--- src/rtl/core/olst_pkg.sv ---
// Package for the ordered list store: request and response item types,
// request kind and status codes, cell operation codes and default sizes.
// Used by olst_cell and ordered_list_store_top.
package olst_pkg;

  localparam int unsigned CAPACITY_DEF   = 16;
  localparam int unsigned DATA_WIDTH_DEF = 32;

  localparam int unsigned KIND_W  = 3;
  localparam int unsigned VALUE_W = 32;
  localparam int unsigned FIELD_W = 5;
  localparam int unsigned STAT_W  = 2;

  // Request kinds.
  localparam logic [KIND_W-1:0] KIND_APPEND      = 3'd0;
  localparam logic [KIND_W-1:0] KIND_INSERT      = 3'd1;
  localparam logic [KIND_W-1:0] KIND_REMOVE      = 3'd2;
  localparam logic [KIND_W-1:0] KIND_SEARCH_HEAD = 3'd3;
  localparam logic [KIND_W-1:0] KIND_SEARCH_TAIL = 3'd4;
  localparam logic [KIND_W-1:0] KIND_CLEAR       = 3'd5;

  // Result status codes.
  localparam logic [STAT_W-1:0] STATUS_DONE      = 2'd0;
  localparam logic [STAT_W-1:0] STATUS_BAD       = 2'd1;
  localparam logic [STAT_W-1:0] STATUS_FULL      = 2'd2;
  localparam logic [STAT_W-1:0] STATUS_NOT_FOUND = 2'd3;

  // What a cell loads at the next clock edge.
  typedef enum logic [1:0] {
    CELL_HOLD  = 2'd0,
    CELL_LOAD  = 2'd1,
    CELL_LEFT  = 2'd2,
    CELL_RIGHT = 2'd3
  } cell_op_e;

  typedef struct packed {
    logic [KIND_W-1:0]         kind;
    logic signed [VALUE_W-1:0] value;
    logic [FIELD_W-1:0]        position;
  } olst_req_t;

  typedef struct packed {
    logic [STAT_W-1:0]  status;
    logic [FIELD_W-1:0] found_position;
    logic [FIELD_W-1:0] length;
  } olst_rsp_t;

endpackage

--- src/rtl/core/olst_cell.sv ---
// One cell of the list chain: holds one element, shifts it to or from its
// neighbors and compares it against the broadcast search value.
// Depends on olst_pkg.
module olst_cell import olst_pkg::*; #(
  parameter int unsigned DATA_WIDTH = DATA_WIDTH_DEF
) (
  input  logic                  clk_i,
  input  cell_op_e              op_i,
  input  logic [DATA_WIDTH-1:0] value_i,
  input  logic [DATA_WIDTH-1:0] left_i,
  input  logic [DATA_WIDTH-1:0] right_i,
  output logic [DATA_WIDTH-1:0] data_o,
  output logic                  match_o
);

  logic [DATA_WIDTH-1:0] data_q;
  logic [DATA_WIDTH-1:0] data_d;

  always_comb begin
    unique case (op_i)
      CELL_HOLD:  data_d = data_q;
      CELL_LOAD:  data_d = value_i;
      CELL_LEFT:  data_d = left_i;
      CELL_RIGHT: data_d = right_i;
      default:    data_d = data_q;
    endcase
  end

  always_ff @(posedge clk_i) begin
    data_q <= data_d;
  end

  assign data_o  = data_q;
  assign match_o = (data_q == value_i);

endmodule

--- src/rtl/core/ordered_list_store_top.sv ---
// Top level of the ordered list store: request decode, the chain of list
// cells, match priority encoding and the response register.
// Depends on olst_pkg and olst_cell.
//
// Usage: a request item (kind, value, position) enters on the req channel
// and exactly one response item (status, found_position, length) leaves on
// the rsp channel, both with valid/ready handshakes. The list lives in a row
// of CAPACITY cells; cell k holds the element at position k+1. An insert or
// remove moves every cell at or past the target by one place toward its
// neighbor at the same clock edge, and a search compares all cells at once,
// so any request completes in the execute state, whatever its kind or length.
// The request is registered and executed in the execute state, which writes
// the response register; the block accepts no new request before that write.
// The execute state waits while a previous response is still held by a stalled
// receiver; the response register then keeps its item until it is taken.
// Reset empties the list (length zero) and drops any request or response
// in flight; the cell contents need no reset because only cells below the
// length are ever read.
module ordered_list_store_top import olst_pkg::*; #(
  parameter int unsigned CAPACITY   = CAPACITY_DEF,
  parameter int unsigned DATA_WIDTH = DATA_WIDTH_DEF
) (
  input  logic      clk_i,
  input  logic      rst_ni,
  input  logic      req_valid_i,
  output logic      req_ready_o,
  input  olst_req_t req_i,
  output logic      rsp_valid_o,
  input  logic      rsp_ready_i,
  output olst_rsp_t rsp_o
);

  localparam int unsigned CNT_W = $clog2(CAPACITY + 1);
  localparam int unsigned IDX_W = $clog2(CAPACITY);
  localparam int unsigned CMP_W = (CNT_W > FIELD_W) ? CNT_W : FIELD_W;

  localparam logic ST_IDLE = 1'b0;
  localparam logic ST_EXEC = 1'b1;

  logic                  state_q, state_d;
  olst_req_t             req_q;
  logic [CNT_W-1:0]      count_q, count_d;
  olst_rsp_t             rsp_q, rsp_d;
  logic                  rsp_valid_q, rsp_valid_d;
  logic                  advance;

  logic [DATA_WIDTH-1:0] value_x;
  logic [CMP_W-1:0]      cnt_x, pos_x, tgt;
  logic                  ins_en, rem_en, full;
  logic [STAT_W-1:0]     status;
  logic [CNT_W-1:0]      found_pos;

  logic [DATA_WIDTH-1:0] data_w [CAPACITY];
  logic [CAPACITY-1:0]   match_w;
  logic [CAPACITY-1:0]   hit;
  cell_op_e              cell_op [CAPACITY];
  logic [IDX_W-1:0]      head_idx, tail_idx;
  logic                  any_hit;

  // Handshake: one request in flight at a time.
  assign req_ready_o = (state_q == ST_IDLE);
  assign advance     = (state_q == ST_EXEC) && (!rsp_valid_q || rsp_ready_i);

  // Only the low DATA_WIDTH bits are stored and compared.
  assign value_x = DATA_WIDTH'(req_q.value);
  assign cnt_x   = CMP_W'(count_q);
  assign pos_x   = CMP_W'(req_q.position);
  assign full    = (count_q >= CNT_W'(CAPACITY));

  // Match vector restricted to the occupied cells.
  always_comb begin
    for (int i = 0; i < CAPACITY; i++) begin
      hit[i] = match_w[i] && (CMP_W'(i) < cnt_x);
    end
  end

  // First and last matching cell.
  always_comb begin
    head_idx = '0;
    tail_idx = '0;
    for (int i = CAPACITY - 1; i >= 0; i--) begin
      if (hit[i]) begin
        head_idx = IDX_W'(i);
      end
    end
    for (int i = 0; i < CAPACITY; i++) begin
      if (hit[i]) begin
        tail_idx = IDX_W'(i);
      end
    end
  end

  assign any_hit = |hit;

  // Request decode: status, new length and the cell shift target.
  always_comb begin
    ins_en    = 1'b0;
    rem_en    = 1'b0;
    tgt       = '0;
    status    = STATUS_BAD;
    found_pos = '0;
    count_d   = count_q;
    unique case (req_q.kind)
      KIND_APPEND: begin
        if (full) begin
          status = STATUS_FULL;
        end else begin
          status = STATUS_DONE;
          ins_en = 1'b1;
          tgt    = cnt_x;
        end
      end
      KIND_INSERT: begin
        if (count_q == '0 || pos_x > cnt_x) begin
          status = STATUS_BAD;
        end else if (full) begin
          status = STATUS_FULL;
        end else begin
          status = STATUS_DONE;
          ins_en = 1'b1;
          tgt    = pos_x;
        end
      end
      KIND_REMOVE: begin
        if (count_q == '0 || pos_x == '0 || pos_x > cnt_x) begin
          status = STATUS_BAD;
        end else begin
          status = STATUS_DONE;
          rem_en = 1'b1;
          tgt    = pos_x - CMP_W'(1);
        end
      end
      KIND_SEARCH_HEAD, KIND_SEARCH_TAIL: begin
        if (count_q == '0) begin
          status = STATUS_BAD;
        end else if (!any_hit) begin
          status = STATUS_NOT_FOUND;
        end else begin
          status    = STATUS_DONE;
          found_pos = (req_q.kind == KIND_SEARCH_HEAD)
                    ? CNT_W'(head_idx) + CNT_W'(1)
                    : CNT_W'(tail_idx) + CNT_W'(1);
        end
      end
      KIND_CLEAR: begin
        status = STATUS_DONE;
      end
      default: begin
        status = STATUS_BAD;
      end
    endcase
    if (ins_en) begin
      count_d = count_q + CNT_W'(1);
    end else if (rem_en) begin
      count_d = count_q - CNT_W'(1);
    end else if (req_q.kind == KIND_CLEAR) begin
      count_d = '0;
    end
  end

  // Per-cell shift control.
  always_comb begin
    for (int i = 0; i < CAPACITY; i++) begin
      cell_op[i] = CELL_HOLD;
      if (advance && ins_en) begin
        if (CMP_W'(i) > tgt) begin
          cell_op[i] = CELL_LEFT;
        end else if (CMP_W'(i) == tgt) begin
          cell_op[i] = CELL_LOAD;
        end
      end else if (advance && rem_en) begin
        if (CMP_W'(i) >= tgt) begin
          cell_op[i] = CELL_RIGHT;
        end
      end
    end
  end

  // The cell chain. Cell 0 never takes from the left; the last cell never
  // takes from the right in a way that matters, since it lies past the
  // new length after a remove.
  for (genvar g = 0; g < CAPACITY; g++) begin : g_cell
    logic [DATA_WIDTH-1:0] left_w, right_w;
    if (g == 0) begin : g_first
      assign left_w = value_x;
    end else begin : g_mid
      assign left_w = data_w[g-1];
    end
    if (g == CAPACITY - 1) begin : g_last
      assign right_w = data_w[g];
    end else begin : g_inner
      assign right_w = data_w[g+1];
    end
    olst_cell #(
      .DATA_WIDTH(DATA_WIDTH)
    ) u_cell (
      .clk_i  (clk_i),
      .op_i   (cell_op[g]),
      .value_i(value_x),
      .left_i (left_w),
      .right_i(right_w),
      .data_o (data_w[g]),
      .match_o(match_w[g])
    );
  end

  // Control next state and response register.
  always_comb begin
    state_d     = state_q;
    rsp_valid_d = rsp_valid_q;
    rsp_d       = rsp_q;
    if (rsp_valid_q && rsp_ready_i) begin
      rsp_valid_d = 1'b0;
    end
    unique case (state_q)
      ST_IDLE: begin
        if (req_valid_i) begin
          state_d = ST_EXEC;
        end
      end
      ST_EXEC: begin
        if (advance) begin
          state_d              = ST_IDLE;
          rsp_valid_d          = 1'b1;
          rsp_d.status         = status;
          rsp_d.found_position = FIELD_W'(found_pos);
          rsp_d.length         = FIELD_W'(count_d);
        end
      end
      default: begin
        state_d = ST_IDLE;
      end
    endcase
  end

  always_ff @(posedge clk_i or negedge rst_ni) begin
    if (!rst_ni) begin
      state_q     <= ST_IDLE;
      count_q     <= '0;
      rsp_valid_q <= 1'b0;
    end else begin
      state_q     <= state_d;
      rsp_valid_q <= rsp_valid_d;
      if (advance) begin
        count_q <= count_d;
      end
    end
  end

  always_ff @(posedge clk_i) begin
    if (req_valid_i && req_ready_o) begin
      req_q <= req_i;
    end
    rsp_q <= rsp_d;
  end

  assign rsp_valid_o = rsp_valid_q;
  assign rsp_o       = rsp_q;

endmodule
--- config.mk ---
export PLATFORM = sky130hd
export DESIGN_NAME = ordered_list_store_top
export DESIGN_NICKNAME = d
export VERILOG_FILES = /design/src/rtl/core/olst_pkg.sv /design/src/rtl/core/olst_cell.sv /design/src/rtl/core/ordered_list_store_top.sv
export SDC_FILE = /design/constraint.sdc
export NUM_CORES = 1
export LEC_CHECK = 0
export ABC_CLOCK_PERIOD_IN_PS = 9500
export BUFFER_PORTS_ARGS = -buffer_cell sky130_fd_sc_hd__buf_2
export CAP_MARGIN = 30
export CORE_MARGIN = 8
export CORE_UTILIZATION = 40
export CTS_BUF_LIST = sky130_fd_sc_hd__clkbuf_4 sky130_fd_sc_hd__clkbuf_8
export DETAILED_ROUTE_END_ITERATION = 6
export GPL_TIMING_DRIVEN = 0
export SYNTH_ARGS = -nofsm -noshare
export SYNTH_HDL_FRONTEND = slang
export SYNTH_HIERARCHICAL = 1
export SYNTH_SLANG_ARGS = --single-unit
export TNS_END_PERCENT = 30
--- constraint.sdc ---
create_clock -name clk_i -period 9.5 [get_ports clk_i]
set_clock_uncertainty 0.2 [all_clocks]
set_input_delay 1.9 -clock clk_i [delete_from_list [all_inputs] [get_ports clk_i]]
set_output_delay 1.9 -clock clk_i [all_outputs]
set_load 0.01 [all_outputs]
==> results of run 1 <==
==> logic make-up (layout without fill, tap and decap cells) <==
| family | after synthesis | count (layout) | synth area share |
|---|---|---|---|
| muxes | 517 | 517 | 0.145 |
| xor gates and xnor gates | 515 | 515 | 0.126 |
| adders and majority gates | 12 | 12 | 0.00414 |
| DFF | 571 | 571 | 0.479 |
| and+or+nand+nor | 852 | 852 | 0.109 |
| buffers and inverters | 216 | 491 | 0.0381 |
| AOI/OAI and AO/OA | 647 | 647 | 0.0981 |
| other | 0 | 1 | 0 |
==> through the flow <==
stage	hold slack (ns)	power (mW)
3_3_place_gp	0.288	8.36
2_1_floorplan	0.306	7.00
3_5_place_dp	0.302	8.57
6_report	0.308	10.9
4_1_cts	0.316	10.9
5_1_grt	0.358	11.5
==> worst max-delay path: cells and delay by family, from the launching register on <==
family                   cells  cell delay [ns]
AO/OA/AOI/OAI                4             0.84
buffers and inverters        6             1.46
adder cells (fa/ha/maj)      1             0.34
AND/OR/NAND/NOR              5             1.79
flip-flops                   1             0.45
==> registers in the layout, indices dropped and copies added, names as in the netlist <==
name                  flops
g_cell.u_cell/data_o    512
g_cell.left_w            32
rsp_o                    12
cnt_x                     5
pos_x                     5
req_q                     3
rsp_valid_o               1
state_q                   1
==> path summary, 6_finish.rpt <==
| path | start | to | slack, ns |
|---|---|---|---|
| worst max register to register | cnt_x[1] | g_cell[1].u_cell/data_o[7] | 3.96 |
| max in group asynchronous | rst_ni | state_q | 8.13 |
| worst min-delay path | rsp_valid_o | rsp_valid_o | 0.31 |
| worst min register to register | rsp_valid_o | rsp_valid_o | 0.31 |
| min in group asynchronous | rst_ni | cnt_x[4] | 0.79 |
| worst max-delay path | cnt_x[1] | g_cell[1].u_cell/data_o[7] | 3.96 |
==> cell usage after synthesis, types with 5 or more instances <==
master | number | area share
ha_1 | 11 | 0.0039
nand4_1 | 34 | 0.0060
a31oi_1 | 5 | 0.00088
nand2b_1 | 8 | 0.0014
buf_2 | 74 | 0.010
nor3_1 | 10 | 0.0014
nor4_1 | 130 | 0.023
xor2_1 | 513 | 0.13
nor2_1 | 565 | 0.059
a211oi_1 | 9 | 0.0019
nor3_2 | 6 | 0.0017
nand3_1 | 18 | 0.0025
dfrtp_1 | 7 | 0.0049
a21oi_1 | 543 | 0.076
and2_1 | 7 | 0.0012
a21o_1 | 7 | 0.0015
o211ai_1 | 7 | 0.0015
edfxtp_1 | 564 | 0.47
mux2i_1 | 514 | 0.14
inv_1 | 13 | 0.0014
or2_2 | 18 | 0.0032
o21ai_0 | 21 | 0.0029
o22ai_1 | 6 | 0.0011
clkbuf_1 | 55 | 0.0058
buf_4 | 20 | 0.0042
nand2_1 | 31 | 0.0033
buf_6 | 51 | 0.016
==> where the power goes <==
group | internal [mW] | total [mW] | leakage (nW) | switching, mW
clock | 1.21 | 2.29 | 1.03 | 1.08
sequential | 3.85 | 4.65 | 5.24 | 0.798
combinational | 1.40 | 4.01 | 7.37 | 2.61
==> metal layers <==
layer / vias up / track usage
met5: - / 0
met4: 0 / 0.0501
met3: 126 / 0.0552
met2: 1248 / 0.329
met1: 13300 / 0.335
li1: 12600 / -
==> final cells by class <==
type / instances / area (um^2) / area share
Antenna cell: 1 / 2.50 / 0.0000620
Multi-Input combinational cell: 2543 / 17200 / 0.427
Buffer: 202 / 1310 / 0.0324
Clock buffer: 147 / 1770 / 0.0438
Tap cell: 1165 / 1460 / 0.0361
Sequential cell: 571 / 17100 / 0.424
Clock inverter: 32 / 168 / 0.00415
Inverter: 14 / 52.6 / 0.00130
Timing Repair Buffer: 96 / 1260 / 0.0313
==> summary.txt, run 1 <==
RSZ-0062 raised after global routing: no
Leading cell types in the layout, fill and taps excluded: nor2_1, edfxtp_1, a21oi_1
Post-Synthesis Cells: 3330
Initial core utilization: 0.404
Fill cell count: 8364
Critical Path Most Common Cell: buf_2
Reg2Reg Depth: 16
Slowest cell on the critical path: or2_2
H-tree Lvls: 3
Top Layer Used: met4
TritonRoute pass-1 iters: 7
First-pass GRT wire length: 172000 um
DIE AREA: 99000 um^2
Failing checks: design-rule violations
Total Routing Usage GR: 0.226
CP Cell Sequence: buf_2, buf_2, inv_1, ha_1, nor2b_1, o21a_1, o21ai_1, a21o_1, buf_2, nand2_1, nor3_2, nand2_2, a21oi_1, buf_4, buf_6, or2_2
Worst-skew pair later-pin latency: 0.75 ns
Slew HR: 0.288
Fin crit share: 0.583
Commonest non-fill, non-tap cell in the layout: nor2_1
Core Util, Final: 0.457
Worst Setup Start Kind: flop
Lkg Pwr: 13.6 nW
TritonCTS buffer count: 102
Worst-Margin Slew: 1.06 ns
Post-Layout Cell Count: 4771
Post-Syn Nets: 3385
Yosys reg bits: 571
Largest net degree at the start of global routing: 33
GP Congestion: 0.920
Height of the die: 315 um
Setup TNS Final: 0 ns
Final Hold Vio Count: 0
Crit. End Element: flop
Critical path class: reg -> reg
Initial antenna violation count: 1
Crit path largest cell delay: 0.79 ns
Pins Over Slew Limit: 0
Vias in the first global route: 26200
DR WL/cell: 24.4 um
Mapped Area: 35700 um^2
HP Class: reg -> reg
Longest Clk Path Bufs: 3
Pwr dens: 271 nW/um^2
Worst-path clk slew: 0.06 ns
Synthesis Warnings: 6
Post-CTS setup repair buffer count: 0
Drt total wl: 116000 um
Status: finished, violations left
Synth cell types: 78
Final setup fails: 0
DRT met1 WL: 52400 um
Met2 wire length: 49600 um
Layout net count: 3585
Sink Count: 571
Peak Freq: 181 MHz
DRC: 3
Post-CTS Resized: 0
CTS Root Cell: clkbuf_8
DP Wirelength: 88700 um
IO buf count: 57
Fin area: 40400 um^2
Vias/cell: 5.70
Core ar.: 88400 um^2
Post-synth EDFFs: 564
Placed insts: 4587
DRT antenna net count: 0
Number of DRC markers in iteration 0: 3021
Worst-path fanout max: 32
Highest ir drop seen on vdd: 0.138 mV
Worst hold path cell count: 2
Fraction of registers with async set/reset: 0.0123
Prevailing post-synth register cell: edfxtp_1
CTS tree: built
Placed cell areas: 38400 um^2
Hold buffer count at CTS: 0
Register area share after synthesis: 0.479
Share of layout cells above drive strength 1: 0.124
Total of max-cap violations: 0
Crit path DAT: 5.66 ns
Min Tclk post-route: 5.54 ns
WL met3: 12500 um
Via count: 27200
CP required: 9.62 ns
GR Overflow Total: 0
Mean area per synthesized cell: 10.7 um^2
Site Rows: 109
Setup ws final: 3.96 ns
Io pins: 58
Area Overhead vs Synth: 13.1%
Die W: 315 um
Dpl ws: 3.48 ns
(Power assumes the default switching activity.)
==> run 2, diff against run 1 <==
Settings changed: ABC_CLOCK_PERIOD_IN_PS 9500 to 4500.
Clock period 9.5 ns to 4.5 ns, I/O delays scaled along.
==> summary.txt, run 2 (synthesis results as in run 1) <==
Status: finished, violations left
Failing checks: negative setup slack
WL met3: 14300 um (+14%)
Initial core utilization: 0.404 (unchanged)
Core ar.: 88400 um^2 (unchanged)
Fin crit share: 1.01 (+0.426)
Fin area: 42000 um^2 (+4.1%)
Critical path class: reg -> reg
Worst-path fanout max: 5 (-84%)
Setup ws final: -0.0390 ns (-4.00 ns)
Number of DRC markers in iteration 0: 3137 (+3.8%)
CTS Root Cell: clkbuf_8
CTS tree: built
DIE AREA: 99000 um^2 (unchanged)
CP required: 4.77 ns (-4.85 ns)
Crit path DAT: 4.81 ns (-0.85 ns)
Commonest non-fill, non-tap cell in the layout: edfxtp_1
CP Cell Sequence: xor2_1, nor4_1, nand4_1, nor2_1, o211ai_1, a21oi_1, o211ai_1, a211oi_1, o21ai_0, ha_1, xnor2_1, nor2_1
TritonCTS buffer count: 102 (unchanged)
CP delay by family, top: simple AND/OR/NAND/NOR gates
Crit. End Element: flop
Share of layout cells above drive strength 1: 0.172 (+0.0486)
Longest Clk Path Bufs: 3 (unchanged)
DRC: 0 (-3)
GR Overflow Total: 0 (unchanged)
DR WL/cell: 24.6 um (+0.60%)
Die W: 315 um (unchanged)
Via count: 27700 (+2.0%)
Initial antenna violation count: 1 (unchanged)
First-pass GRT wire length: 175000 um (+2.1%)
Lkg Pwr: 14.5 nW (+6.1%)
Slowest cell on the critical path: nor4_1
Vias/cell: 5.68 (-0.38%)
Crit path buf inv count: 0 (-6)
TritonRoute pass-1 iters: 5 (-2)
Sink Count: 571 (unchanged)
HP Class: in -> reg
Worst Setup Start Kind: flop
DP Wirelength: 88700 um (unchanged)
Layout net count: 3699 (+3.2%)
Total of max-cap violations: 0 (unchanged)
Worst-Margin Slew: 1.13 ns (+0.0690 ns)
Slew HR: 0.242 (-0.0464)
Tot Pwr: 24.0 mW (+120%)
Worst-skew pair later-pin latency: 0.74 ns (about the same)
Pins Over Slew Limit: 0 (unchanged)
Placed cell areas: 38400 um^2 (unchanged)
Drt total wl: 120000 um (+3.0%)
Io pins: 58 (unchanged)
Crit path largest cell delay: 0.97 ns (+0.18 ns)
Final setup fails: 1 (+1)
DRT met1 WL: 52800 um (+0.82%)
Worst-path clk slew: 0.07 ns (about the same)
Site Rows: 109 (unchanged)
DRT antenna net count: 0 (unchanged)
GP Congestion: 0.920 (unchanged)
Largest net degree at the start of global routing: 33 (unchanged)
Min Tclk post-route: 4.54 ns (-1.00 ns)
Pwr dens: 572 nW/um^2 (+110%)
Leading cell types in the layout, fill and taps excluded: edfxtp_1, nor2_1, a21oi_1
Post-Layout Cell Count: 4885 (+2.4%)
Max reg flops: 512 (unchanged)
Highest ir drop seen on vdd: 0.290 mV (+110%)
RSZ-0062 raised after global routing: no
Peak Freq: 220 MHz (+22%)
Height of the die: 315 um (unchanged)
Total Routing Usage GR: 0.231 (+0.00553)
Final Hold Vio Count: 0 (unchanged)
Top Layer Used: met4
IO buf count: 57 (unchanged)
Met2 wire length: 50900 um (+2.6%)
Vias in the first global route: 26700 (+1.8%)
H-tree Lvls: 3 (unchanged)
Placed insts: 4587 (unchanged)
Area Overhead vs Synth: 17.7%
[run 2: metal layers]
layer	global-route usage	vias to the layer above
met5	0	-
met4	0.0498	0
met3	0.0656	126
met2	0.336	1332
met1	0.340	13400
li1	-	12800
[run 2: final cells by class]
cell class / count / area [um^2]
Antenna cell: 1 / 2.50
Buffer: 201 / 1420
Clock buffer: 147 / 1770
Clock inverter: 32 / 168
Fill cell: 8191 / 46400
Inverter: 14 / 56.3
Multi-Input combinational cell: 2563 / 17700
Sequential cell: 571 / 17100
Tap cell: 1165 / 1460
Timing Repair Buffer: 191 / 2360
[run 2: through the flow]
stage / setup WS (ns) / hold WS [ns] / TNS, ns / util
floorplan: 0.380 / 0.306 / 0 / -
global placement: -1.24 / 0.288 / -450.80 / 0.424
detailed placement: -1.02 / 0.302 / -517.69 / 0.434
CTS: -0.0450 / 0.0830 / -0.0853 / 0.465
global route: 0.00147 / 0.112 / 0 / 0.475
finish: -0.0390 / 0.136 / -0.0390 / 0.475
[run 2: final timing paths]
path                                         startpoint                   end  slack (ns)  cells past startpoint
min in group asynchronous                        rst_ni              cnt_x[4]        0.33                      2
setup reg to reg           g_cell[12].u_cell/data_o[31]              rsp_o[7]       -0.04                     12
setup / recovery           g_cell[12].u_cell/data_o[31]              rsp_o[7]       -0.04                     12
hold / removal                                req_i[35]  g_cell[0].left_w[30]        0.14                      1
hold reg to reg                             rsp_valid_o           rsp_valid_o        0.31                      2
max in group asynchronous                        rst_ni              cnt_x[1]        3.58                      2
[run 2: where the power goes]
group / switching, mW / internal, mW
Combinational: 5.95 / 3.61
Clock: 2.28 / 2.55
Sequential: 1.56 / 8.09
[run 2: timing repair]
| item | CTS | global route |
|---|---|---|
| gates cloned | 18 | 3 |
| endpoints found under the setup margin | 1026 | 1015 |
| pin swaps | 8 | 3 |
| hold buffers | 1 | 0 |
| endpoints found under the hold margin | 7 | 0 |
| setup buffers | 34 | 61 |
| gates resized for setup | 91 | 78 |
